[src/design/sbs_pkg.sv]
// ----------------------------------------------------------------------------
// sbs_pkg: shared types and constants for the sorted table bound search
// Action codes, field widths, the sequencer state type and the lane control
// bundle used between the top level and the two search lanes.
// ----------------------------------------------------------------------------
package sbs_pkg;

  localparam int VAL_W = 32;
  localparam int IDX_W = 11;
  localparam int ACT_W = 2;

  localparam logic [ACT_W-1:0] ACT_CLEAR  = 2'd0;
  localparam logic [ACT_W-1:0] ACT_APPEND = 2'd1;
  localparam logic [ACT_W-1:0] ACT_QUERY  = 2'd2;

  typedef enum logic [1:0] {
    ST_IDLE,
    ST_PROBE,
    ST_CMP,
    ST_DONE
  } sbs_state_t;

  typedef struct packed {
    logic start;
    logic step;
  } lane_ctl_t;

endpackage

[src/design/sbs_lane.sv]
// ----------------------------------------------------------------------------
// sbs_lane: one midpoint binary search lane
// Keeps the open window [lo, lim) and the best index found so far. Each step
// consumes the element read at the current midpoint.
// ----------------------------------------------------------------------------
module sbs_lane #(
  parameter int DEPTH  = 1024,
  parameter bit STRICT = 1'b0,
  localparam int AW = $clog2(DEPTH),
  localparam int CW = $clog2(DEPTH + 1)
) (
  input  logic                             clk,
  input  sbs_pkg::lane_ctl_t               ctl,
  input  logic [CW-1:0]                    count,
  input  logic signed [sbs_pkg::VAL_W-1:0] key,
  input  logic signed [sbs_pkg::VAL_W-1:0] rd_data,
  output logic [AW-1:0]                    mid_addr,
  output logic [CW-1:0]                    found,
  output logic                             done
);
  import sbs_pkg::*;

  logic [CW-1:0] lo;
  logic [CW-1:0] lim;
  logic [CW-1:0] span;
  logic [CW-1:0] mid;
  logic          hit;

  // Same probe as lo + (hi - lo) / 2 with hi = lim - 1.
  assign span     = lim - lo - CW'(1);
  assign mid      = lo + (span >> 1);
  assign mid_addr = mid[AW-1:0];
  assign done     = (lo >= lim);
  assign hit      = STRICT ? (rd_data > key) : (rd_data >= key);

  always_ff @(posedge clk) begin
    if (ctl.start) begin
      lo    <= '0;
      lim   <= count;
      found <= count;
    end else if (ctl.step && !done) begin
      if (hit) begin
        found <= mid;
        lim   <= mid;
      end else begin
        lo <= mid + CW'(1);
      end
    end
  end

endmodule

[config.mk]
export PLATFORM = sky130hd
export DESIGN_NAME = sbs_lane
export DESIGN_NICKNAME = d
export VERILOG_FILES = /design/src/design/sbs_pkg.sv /design/src/design/sbs_lane.sv
export SDC_FILE = /design/constraint.sdc
export NUM_CORES = 1
export LEC_CHECK = 0
export CAP_MARGIN = 20
export CORE_MARGIN = 5
export CORE_UTILIZATION = 47
export DETAILED_ROUTE_END_ITERATION = 7
export DONT_BUFFER_PORTS = 1
export RECOVER_POWER = 100
export SLEW_MARGIN = 20
export SYNTH_ARGS = -nofsm -noshare
export SYNTH_HDL_FRONTEND = slang
export SYNTH_SLANG_ARGS = --single-unit
[constraint.sdc]
create_clock -name clk -period 5.3 [get_ports clk]
set_input_delay 1.59 -clock clk [delete_from_list [all_inputs] [get_ports clk]]
set_output_delay 1.59 -clock clk [all_outputs]
set_load 0.01 [all_outputs]
### After elaboration in Yosys (flattened, before gate mapping)

Index checks and enable logic that the tools add are counted.

* add/subtract/negate cells: 4
* reductions and logical operators: 6
* bitwise logic cells: 1
* mux-type cells: 3
* $lt $le $gt $ge: 2

Operators with widths (count)
* $mux W11: 3
* $ge A32 B32 Y1: 1
* $add A11 B1 Y11 const B: 1
* $add A11 B10 Y11: 1
* $ge A11 B11 Y1: 1
* $sub A11 B1 Y11 const B: 1
* $sub A11 B11 Y11: 1
* $reduce_and A2 Y1: 2
* $reduce_bool A2 Y1: 2
* $logic_and A1 B1 Y1: 1
* $logic_not A1 Y1: 1
* $not A1 Y1: 1

* input port bits: 78
* bits in registers: 22
* logic and storage cells: 18
* output and inout port bits: 22

### Logic depth before layout (Yosys ltp)

Gate-level depths: netlist of run 1.

* word-level depth: 6
* mapped depth: 20

### Worst setup path before layout of run 1

Ideal clock, no wire load.

* kind: register -> output
* start point: register lim[0]
* end point: output mid_addr[9]
* stages on the path, launching flop included: 15
* slack: 0.517 ns
* arrival time: 3.193 ns
* cells stage by stage: edfxtp_1 -> ha_1 -> inv_1 -> fa_1 -> nor2b_1 -> o21ai_0 -> a21boi_0 -> o21ai_0 -> nand2_1 -> xor2_1 -> ha_1 -> or2_2 -> a21oi_1 -> nor2_1 -> o311ai_1

* cells in the longest elaborated chain, start to end: 3

RTL lines
* start, declared: RTL line sbs_lane.sv:24 `logic [CW-1:0] lim;`
* start signal, assigned: RTL line sbs_lane.sv:39 `lim <= count;`
* start signal, assigned: RTL line sbs_lane.sv:44 `lim <= mid;`
* $sub A11 B11 Y11: RTL line sbs_lane.sv:30 `assign span = lim - lo - CW'(1);`
* $sub A11 B1 Y11: RTL line sbs_lane.sv:30
* $add A11 B10 Y11: RTL line sbs_lane.sv:31 `assign mid = lo + (span >> 1);`
* end, declared: RTL line sbs_lane.sv:17 `output logic [AW-1:0] mid_addr,`

Every way passes these cells.

### Worst setup path after layout of run 1

* start point: register lim[1]
* end point: output mid_addr[9]

Same word-level chain as after synthesis.

==> out/summary.md, run 1 <==
The routed length on met3 is 490 µm. In this run the worst path has a maximum fanout of 4. The smallest clock period supported by the final layout is computed as 5.04 ns. The CTS clock-pin slew for the worst setup and hold paths is 0.09 ns. The logs give 0 for the post-cts hold buffer count and 6460 µm² for the standard cell core area.

After filler insertion, the fill cell instance count of the layout stands at 643. The share of the clock period used by the worst path after layout is 0.952, and the initial core utilization is 0.490. Most frequent standard cell in the layout excluding fill and tap cells: inv_1. The first routing iteration left 52 violations. After detailed routing, the number of vias per cell comes to 5.80. The run gives 0 as the final number of setup-violating endpoints. The sink count of the clock tree is 22. Among all flip-flop cells after synthesis, the most frequent one is edfxtp_1. Buffers inserted during clock tree synthesis total 3. The library cells used most frequently in the layout, excluding fill and tap cells, are inv_1 (64), ha_1 (63), a21oi_1 (26), nand2_1 (17), nand3_1 (14).

The worst setup path is captured at an output pin. The clock tree root driver cell was clkbuf_8. The run finished with clean final reports. The tool flagged a number of max-cap violations equal to 0.

The die is 92.0 µm wide. Static timing analysis puts the maximum clock frequency at 198 MHz. The worst setup path is of the reg -> out kind. The run gives 0 as the number of warning messages in the yosys log. For the pin with the worst max-slew slack, the measured transition is 1.32 ns. For this block, wires on met1 add up to 3.34 mm. The deepest clock path buffer count is 2, and the overall routed net length is 7.63 mm. Before antenna repair, the detailed router went through 4 iterations.

The repair_antennas step left the layout with diodes totalling 0. TritonCTS built the clock tree. The final count of pins violating max slew is 0, and the area growth from synthesis to final layout is 5.74%. For the post-route clock skew, the log shows 0.00719 ns.

The share of cells above drive strength 1 is 0.105, and the share of synthesized registers carrying an async set or reset is 0. At the worst endpoint, the required time is 3.71 ns. The logs give 0 for the final antenna-violating net count and 2340 µm² for the area of the multi-input gates. The logs give 0 for the number of remaining DRC errors and 3.45 ns for the data arrival time at the worst-slack endpoint. Synthesis inferred 22 register bits. The number of instances in the synthesized netlist was 377; the source-to-sink clock delay at the later pin of the worst-skew pair was 0.27 ns.

The tools report the kind of start point of the critical path as a flop. In the post-synthesis netlist, the biggest area contributors are ha_1 (25%), edfxtp_1 (10%), inv_1 (7.7%), dfxtp_1 (7.0%), a21oi_1 (4.6%). The per-cell routed wire length was 16.7 µm. Worst min-delay path class: reg -> reg. Setup repair after global routing left no endpoint under its margin.

The die covers 8470 µm². After synthesis, the netlist uses 61 different library cells. The number of global-route vias before repair was 2602.

Summed over all instances, the cell type with the most area after synthesis is ha_1. The total area of sequential cells came out at 551 µm². The logs give 0 for the total overflow reported by the global router and 0.117 for the headroom to the max-slew limit. Synthesis produced a netlist with a net count of 521. Setup total negative slack on the finished layout was measured at 0 ns. The top metal layer carrying routed signals was met4. In this run the mean area of a mapped cell was 8.39 µm². The logs give 0 for the final hold violation count and 100 for the I/O pin count. Yosys mapped a number of flops with a built-in enable equal to 11.

The number of nets in the layout is 525, and the count of buffers from port buffering is 0. In this run the cell area of the synthesized design comes to 3160 µm². The initial antenna violation count is 0, and the share of Yosys cell area claimed by the top area cell type is 0.253. The largest net degree at the start of global routing was 26; the number of H-tree levels was 1. The logs give 0.175 for the global routing usage summed across all routing layers and 2652 for the total number of vias. From bottom edge to top edge, the die measures 92.0 µm. The floorplan has 29 rows.

The routed length on met2 was 3.71 mm; the half-perimeter wire length after detailed placement was 6.24 mm. The logs give 0.844 for the routability-driven placement congestion ratio and 0.174 for the post-synthesis sequential area ratio. The global-route wire length before repair was 12.2 mm.
per-layer routing:
layer,track usage,vias up
li1,-,1370
met1,0.215,1194
met2,0.320,80
met3,0.0295,8
met4,0.0384,0
met5,0,-
critical path, cell delays in order (launching register included):
cell      delay, ns
edfxtp_1       0.46
inv_2          0.08
ha_1           0.33
a21o_1         0.18
a21oi_2        0.17
o21ai_0        0.10
a21oi_1        0.22
buf_4          0.15
xnor2_1        0.06
ha_1           0.36
o211ai_1       0.13
o211a_1        0.27
or3_1          0.40
o311ai_2       0.07
buf_2          0.20
stage by stage:
| step | cell area [µm²] | utilization | hold slack, ns | setup WS (ns) | std cells |
|---|---|---|---|---|---|
| 3_5_place_dp | 3240 | 0.502 | 0.520 | 0.356 | 450 |
| 6_report | 3340 | 0.518 | 0.525 | 0.256 | 457 |
| 3_3_place_gp | 3240 | 0.502 | 0.515 | 0.418 | 450 |
| 5_1_grt | 3340 | 0.518 | 0.576 | 0.00386 | 457 |
| 4_1_cts | 3320 | 0.513 | 0.533 | 0.0377 | 454 |
| 2_1_floorplan | 3160 | - | 0.477 | 0.517 | 377 |
state kept, by name, indices dropped and copies added (netlist names):
signal,count
lim,11
lo,11
cells by family (layout without fill, tap and decap cells):
family,Yosys count,count (layout),synth area share
buf+inv,73,76,0.0914
compound gates,97,97,0.226
fa+ha+maj,66,66,0.266
xor+xnor,20,20,0.0554
simple gates,90,90,0.155
mux,9,9,0.0320
flops,22,22,0.174
final cells by class:
type,instances,area share
clock buffers,3,0.0123
multi-input cells,282,0.700
well taps,77,0.0288
clock inverters,1,0.00898
flip-flops and latches,22,0.165
repair buffers,7,0.0127
inverters,65,0.0730
cells in the mapped netlist (8+ instances only):
cell type  instances
nor2_1            11
xor2_1            10
o21ai_0           10
nor3_1             9
inv_1             65
dfxtp_1           11
nand3_1           14
nand2_1           16
edfxtp_1          11
a211oi_1           8
mux2_2             9
a21oi_1           29
nand4_1           10
ha_1              64
xnor2_1           10
path summary, 6_finish.rpt:
check / start / endpoint / slack (ns) / depth (start not counted)
worst max-delay path: lim[1]$_DFFE_PP_ / mid_addr[9] / 0.26 / 14
worst min-delay path: lo[2]$_SDFFE_PP0P_ / lo[2]$_SDFFE_PP0P_ / 0.52 / 2
worst max register to register: lim[1]$_DFFE_PP_ / lo[10]$_SDFFE_PP0P_ / 1.30 / 17
worst min register to register: lo[2]$_SDFFE_PP0P_ / lo[2]$_SDFFE_PP0P_ / 0.52 / 2
repair_timing:
| item | in CTS | in global routing |
|---|---|---|
| setup buffers | 0 | 3 |
| gates resized for setup | 0 | 18 |
| endpoints found under the setup margin | 0 | 3 |
| endpoints found under the hold margin | 0 | 0 |
Power of run 1 is not shown: default switching activity piles up to over one toggle a cycle in this logic, so the estimate is an artifact.
==> run 2: changes to the inputs <==
- SETUP_SLACK_MARGIN: not set -> 0.5
==> out/summary.md, run 2 (synthesis gave the netlist of run 1 again) <==
The final count of pins violating max slew came out at 0 (unchanged). The number of maximum-capacitance violations came out at 0 (unchanged). The final hold violation count was 0 (unchanged); the antenna diode instance count was 0 (unchanged). Startpoint of the worst hold path: lo[2]$_SDFFE_PP0P_ (unchanged).

The nature of the critical path endpoint was an output pin (unchanged). The kind of critical path is reg -> out (unchanged). The final critical-path required period was 5.03 ns (was 5.04 ns); the overall routed net length was 8.01 mm (was 7.63 mm). The run gives 22 (unchanged) as the sink count of the clock tree. For the number of buffers created by CTS, the log shows 3 (unchanged). For the initial antenna violation count, the log shows 0 (unchanged).

Setup repair after global routing could not meet its margin everywhere. The total number of cells along the worst setup path was 14 (unchanged); the post-cts hold buffer count was 0 (unchanged). The post-route setup TNS was 0 ns (unchanged); the post-layout instance area was 3520 µm² (was 3340 µm²).

The count of buffers from port buffering was 0 (unchanged); the data arrival time at the worst-slack endpoint was 3.44 ns (was 3.45 ns). The tools report the I/O pin count as 100 (unchanged). The launching point of the worst reg2reg path is lim[1]$_DFFE_PP_ (unchanged). The worst min-delay path class was reg -> reg (unchanged). The critical path data required time came out at 3.71 ns (about the same). The tools report the endpoint of the lowest-slack register-to-register path as lo[10]$_SDFFE_PP0P_ (unchanged). The number of iterations in the first detailed-routing pass is 4 (unchanged). The tools report the standard cell core area as 6460 µm² (unchanged). The most frequent standard cell in the layout excluding fill and tap cells was inv_1 (unchanged).

The peak clock frequency supported by timing came out at 199 MHz (was 198 MHz). Hold path depth: 2 (unchanged). The global routing usage summed across all routing layers came out at 0.178 (was 0.175).

The share of cells above drive strength 1 works out to 0.156 (was 0.105). The run gives 0.844 (unchanged) as the routability-driven placement congestion ratio. The flow ran to the end, and the final reports show no timing, DRC or antenna violations. The cell type group with the largest total delay on the critical path is compound AO/OA/AOI/OAI gates (unchanged). The initial core utilization came out at 0.490 (unchanged). The number of cells on the worst reg-to-reg path is 18 (was 17), and the critical path's largest stage delay is 0.47 ns (was 0.46 ns). CTS clock-pin slew for the worst setup and hold paths: 0.09 ns (about the same). Worst-path cell chain: inv_1 > ha_4 > a21o_1 > a21oi_1 > o21ai_1 > a21oi_1 > buf_4 > xnor2_1 > ha_1 > o211ai_1 > o211a_1 > or3_1 > o311ai_1 > buf_4 (was inv_2 > ha_1 > a21o_1 > a21oi_2 > o21ai_0 > a21oi_1 > buf_4 > xnor2_1 > ha_1 > o211ai_1 > o211a_1 > or3_1 > o311ai_2 > buf_2).

The kind of start point of the critical path is a flop (unchanged). The number of buffer and inverter instances along the worst setup path is 3 (unchanged), and the number of nets in the layout is 535 (was 525). The die boundary height was 92.0 µm (unchanged); the detailed router's first-iteration violation count was 93 (was 52). The headroom to the max-slew limit came out at 0.109 (was 0.117).

The largest net degree at the start of global routing came out at 26 (unchanged). The highest-delay cell along the critical path was edfxtp_1 (unchanged). Most used cells in the layout excluding fill and tap cells: inv_1 (63), ha_1 (61), a21oi_1 (26), nand2_1 (16), nand3_1 (13) (was inv_1 (64), ha_1 (63), a21oi_1 (26), nand2_1 (17), nand3_1 (14)).

Biggest registers after layout: lim: 11 flops, lo: 11 flops (unchanged). The source-to-sink clock delay at the later pin of the worst-skew pair is 0.27 ns (about the same), and the width of the chip is 92.0 µm (unchanged). Area growth from synthesis to final layout: 11.4% (was 5.74%). For the final antenna-violating net count, the log shows 0 (unchanged). The setup slack on the worst flop-to-flop path is 1.36 ns (was 1.30 ns). The tools report the worst hold path endpoint as lo[2]$_SDFFE_PP0P_ (unchanged). Number of global-route vias before repair: 2645 (was 2602).

TritonCTS built the clock tree. The floorplan row count is 29 (unchanged). Number of fillers in the final layout: 635 (was 643). The maximum net fanout on the critical path is 4 (unchanged). The run gives 3240 µm² (unchanged) as the cell area after placement.

The deepest clock path buffer count was 2 (unchanged). The number of remaining DRC errors was 0 (unchanged). The logs give 12.4 mm (was 12.2 mm) for the global-route wire length before repair and 2727 (was 2652) for the total number of vias. The actual transition at the worst max-transition pin is 1.34 ns (was 1.32 ns), and the total die area is 8470 µm² (unchanged).

The final number of setup-violating endpoints is 0 (unchanged). Via density per instance: 5.84 (was 5.80). The per-cell routed wire length came out at 17.1 µm (was 16.7 µm). The post-route clock skew was 0.00371 ns (was 0.00719 ns); the half-perimeter wire length after detailed placement was 6.24 mm (unchanged). The number of H-tree levels was 1 (unchanged). Clock tree root driver cell: clkbuf_8 (unchanged). The total overflow reported by the global router was 0 (unchanged); the share of the clock period used by the worst path after layout was 0.948 (was 0.952).
## run 2: cell count changes in the layout (fill, tap and decap cells not counted), moves of 2 or more
cell     previous run  this run
buf_4               4        10
buf_6               0         5
o21ai_1             0         3
a21oi_2             4         2
a21oi_4             0         2
ha_1               63        61
nor2_1             11         9
nor2_4              0         2
nor3_1              9         7
nor3_2              0         2
o21ai_0             9         7
## run 2: worst max-delay path by stage
stage | from | endpoint | slack (ns)
5_1_grt | lim[1]$_DFFE_PP_ | mid_addr[9] | 0.09
3_5_place_dp | lim[0]$_DFFE_PP_ | mid_addr[9] | 0.36
3_3_place_gp | lim[0]$_DFFE_PP_ | mid_addr[9] | 0.42
4_1_cts | lim[0]$_DFFE_PP_ | mid_addr[9] | 0.32
6_report | lim[1]$_DFFE_PP_ | mid_addr[9] | 0.27
2_1_floorplan | lim[0]$_DFFE_PP_ | mid_addr[9] | 0.52
## run 2: timing repair
item	CTS	global route
buffers inserted	5	8
hold endpoints to repair	0	0
resized for setup	19	24
pin swaps	12	15
setup endpoints to repair	3	4
## run 2: area by class of cell
class                           instances  area, µm²  area share
Clock buffer                            3       41.3      0.0117
Clock inverter                          1       30.0     0.00853
Inverter                               65        244      0.0693
Multi-Input combinational cell        282       2420       0.687
Sequential cell                        22        552       0.157
Tap cell                               77       96.3      0.0274
Timing Repair Buffer                   17        139      0.0394
## run 2: worst reg2reg max path, delay by kind of cell (launching register included)
family          cells  cell delay (ns)
simple gates        2             0.49
fa+ha+maj           2             0.52
flops               1             0.47
compound gates      7             1.15
buf+inv             4             0.78
xor+xnor            3             0.44
## run 2: routing by layer
metal  routed length [µm]  up-vias  part of all wire  global-route usage
met5                    0        -                 0                   0
met4                  111        0             0.014              0.0359
met3                  476        8             0.059              0.0286
met2                 3980       86              0.50               0.329
met1                 3450     1244              0.43               0.217
li1                     -     1389                 -                   -
## run 2: through the flow
| step | worst slack, ns | util | hold WS [ns] | std cells |
|---|---|---|---|---|
| global route | 0.0920 | 0.545 | 0.576 | 467 |
| finish | 0.274 | 0.545 | 0.536 | 467 |
| detailed placement | 0.356 | 0.502 | 0.520 | 450 |
| global placement | 0.418 | 0.502 | 0.515 | 450 |
| floorplan | 0.517 | - | 0.477 | 377 |
| CTS | 0.322 | 0.530 | 0.533 | 459 |
Power of run 2 is left out for the same reason.
==> run 3: changes to the inputs <==
- MAX_ROUTING_LAYER: not set -> met4
==> out/summary.md, run 3 (synthesis gave the netlist of run 1 again) <==
The flow ran to the end, and the final reports show no timing, DRC or antenna violations. Half-perimeter wire length after detailed placement: 6.24 mm (unchanged). The cell area after placement was 3240 µm² (unchanged); the total die area was 8470 µm² (unchanged).

The actual transition at the worst max-transition pin was 1.34 ns (about the same). Sum of routed wire segments on met1: 3.46 mm (was 3.45 mm). The tools report the overall routed net length as 8.02 mm (was 8.01 mm). The tools report the kind of start point of the critical path as a flop (unchanged). The per-cell routed wire length is 17.2 µm (was 17.1 µm). Cell type group with the largest total delay on the critical path: compound AO/OA/AOI/OAI gates (unchanged). The logs give 29 (unchanged) for the floorplan row count and 476 µm (unchanged) for the routed length on met3. TritonCTS built the clock tree. Initial core utilization: 0.490 (unchanged). Standard cell core area: 6460 µm² (unchanged). The run gives 0.00371 ns (about the same) as the post-route clock skew. The count of buffers from port buffering came out at 0 (unchanged). Data arrival time at the worst-slack endpoint: 3.44 ns (about the same). The worst min-delay path class was reg -> reg (unchanged). The initial antenna violation count is 0 (unchanged). The detailed router's first-iteration violation count was 105 (was 93). The run gives 2644 (was 2645) as the number of global-route vias before repair. The logs give 199 MHz (about the same) for the peak clock frequency supported by timing and 0 (unchanged) for the post-cts hold buffer count.

The share of the clock period used by the worst path after layout was 0.950 (was 0.948); the final hold violation count was 0 (unchanged). The post-route setup TNS was 0 ns (unchanged); the post-layout instance area was 3520 µm² (unchanged). Worst-path cell chain: inv_1 > ha_4 > a21o_1 > a21oi_1 > o21ai_1 > a21oi_1 > buf_4 > xnor2_1 > ha_1 > o211ai_1 > o211a_1 > or3_1 > o311ai_1 > buf_4 (unchanged). The sink count of the clock tree was 22 (unchanged); the final count of pins violating max slew was 0 (unchanged).

Setup repair after global routing could not meet its margin everywhere. The tools report the total number of vias as 2727 (unchanged). The number of maximum-capacitance violations was 0 (unchanged); the die boundary height was 92.0 µm (unchanged).

The tools report the total overflow reported by the global router as 0 (unchanged). The kind of critical path was reg -> out (unchanged). The number of H-tree levels was 1 (unchanged).

Biggest registers after layout: lim: 11 flops, lo: 11 flops (unchanged). The top metal layer carrying routed signals is met4 (unchanged). The number of iterations in the first detailed-routing pass was 4 (unchanged); the critical path data required time was 3.71 ns (about the same).

The number of buffers created by CTS was 3 (unchanged); the headroom to the max-slew limit was 0.108 (was 0.109). The width of the chip is 92.0 µm (unchanged), and the number of nets in the layout is 535 (unchanged). The final number of setup-violating endpoints is 0 (unchanged). The most frequent standard cell in the layout excluding fill and tap cells was inv_1 (unchanged). The deepest clock path buffer count was 2 (unchanged); the share of cells above drive strength 1 was 0.156 (unchanged). Highest-delay cell along the critical path: edfxtp_1 (unchanged). For the global routing usage summed across all routing layers, the log shows 0.183 (was 0.178). The tools report the clock tree root driver cell as clkbuf_8 (unchanged). The final critical-path required period is 5.03 ns (about the same).

The area growth from synthesis to final layout is 11.4% (unchanged), and the critical path's largest stage delay is 0.47 ns (about the same). The number of buffer and inverter instances along the worst setup path was 3 (unchanged). The antenna diode instance count is 0 (unchanged), and the source-to-sink clock delay at the later pin of the worst-skew pair is 0.27 ns (about the same). The logs give 100 (unchanged) for the I/O pin count and 0 (unchanged) for the number of remaining DRC errors.

The CTS clock-pin slew for the worst setup and hold paths was 0.09 ns (about the same). The via density per instance is 5.84 (unchanged). Most used cells in the layout excluding fill and tap cells: inv_1 (63), ha_1 (61), a21oi_1 (26), nand2_1 (16), nand3_1 (13) (unchanged). The routed length on met2 came out at 3.96 mm (was 3.98 mm). The final antenna-violating net count was 0 (unchanged); the routability-driven placement congestion ratio was 0.857 (was 0.844).

The maximum net fanout on the critical path is 4 (unchanged), and the largest net degree at the start of global routing is 26 (unchanged). The nature of the critical path endpoint was an output pin (unchanged). The tools report the global-route wire length before repair as 12.5 mm (was 12.4 mm).
## run 3: cell counts in the layout (fill, tap and decap cells not counted)
No cell type changed its count.
## run 3: tightest hold or removal path, delay by kind of cell, from the launching register on
kind | cells | cell delay (ns)
flops | 1 | 0.36
compound gates | 1 | 0.06
simple gates | 1 | 0.08
## run 3: metrics by stage
step           utilization  setup WS (ns)  cells  hold slack [ns]
6_report             0.545          0.266    467            0.536
5_1_grt              0.545         0.0919    467            0.576
4_1_cts              0.530          0.322    459            0.533
3_5_place_dp         0.502          0.356    450            0.520
3_3_place_gp         0.502          0.418    450            0.515
2_1_floorplan            -          0.517    377            0.477
## run 3: final cells by class
cell class              instances  area [µm²]
fillers                       635        2940
clock buffers                   3        41.3
inverters                      65         244
multi-input cells             282        2420
clock inverters                 1        30.0
well taps                      77        96.3
flip-flops and latches         22         552
repair buffers                 17         139
## run 3: repair_timing
item	in CTS	in global routing
pin swaps	12	15
gates resized for setup	19	24
buffers inserted	5	8
setup endpoints to repair	3	4
## run 3: final timing paths
path	startpoint	to	cells after the start	slack [ns]
setup / recovery	lim[1]$_DFFE_PP_	mid_addr[9]	14	0.27
hold / removal	lo[2]$_SDFFE_PP0P_	lo[2]$_SDFFE_PP0P_	2	0.54
setup reg to reg	lim[1]$_DFFE_PP_	lo[10]$_SDFFE_PP0P_	18	1.36
hold reg to reg	lo[2]$_SDFFE_PP0P_	lo[2]$_SDFFE_PP0P_	2	0.54
## run 3: routing by layer
metal | vias to the layer above | GRT usage
li1 | 1390 | -
met1 | 1243 | 0.218
met2 | 86 | 0.329
met3 | 8 | 0.0286
met4 | 0 | 0.0359
met5 | - | -
Power of run 3 is left out for the same reason.
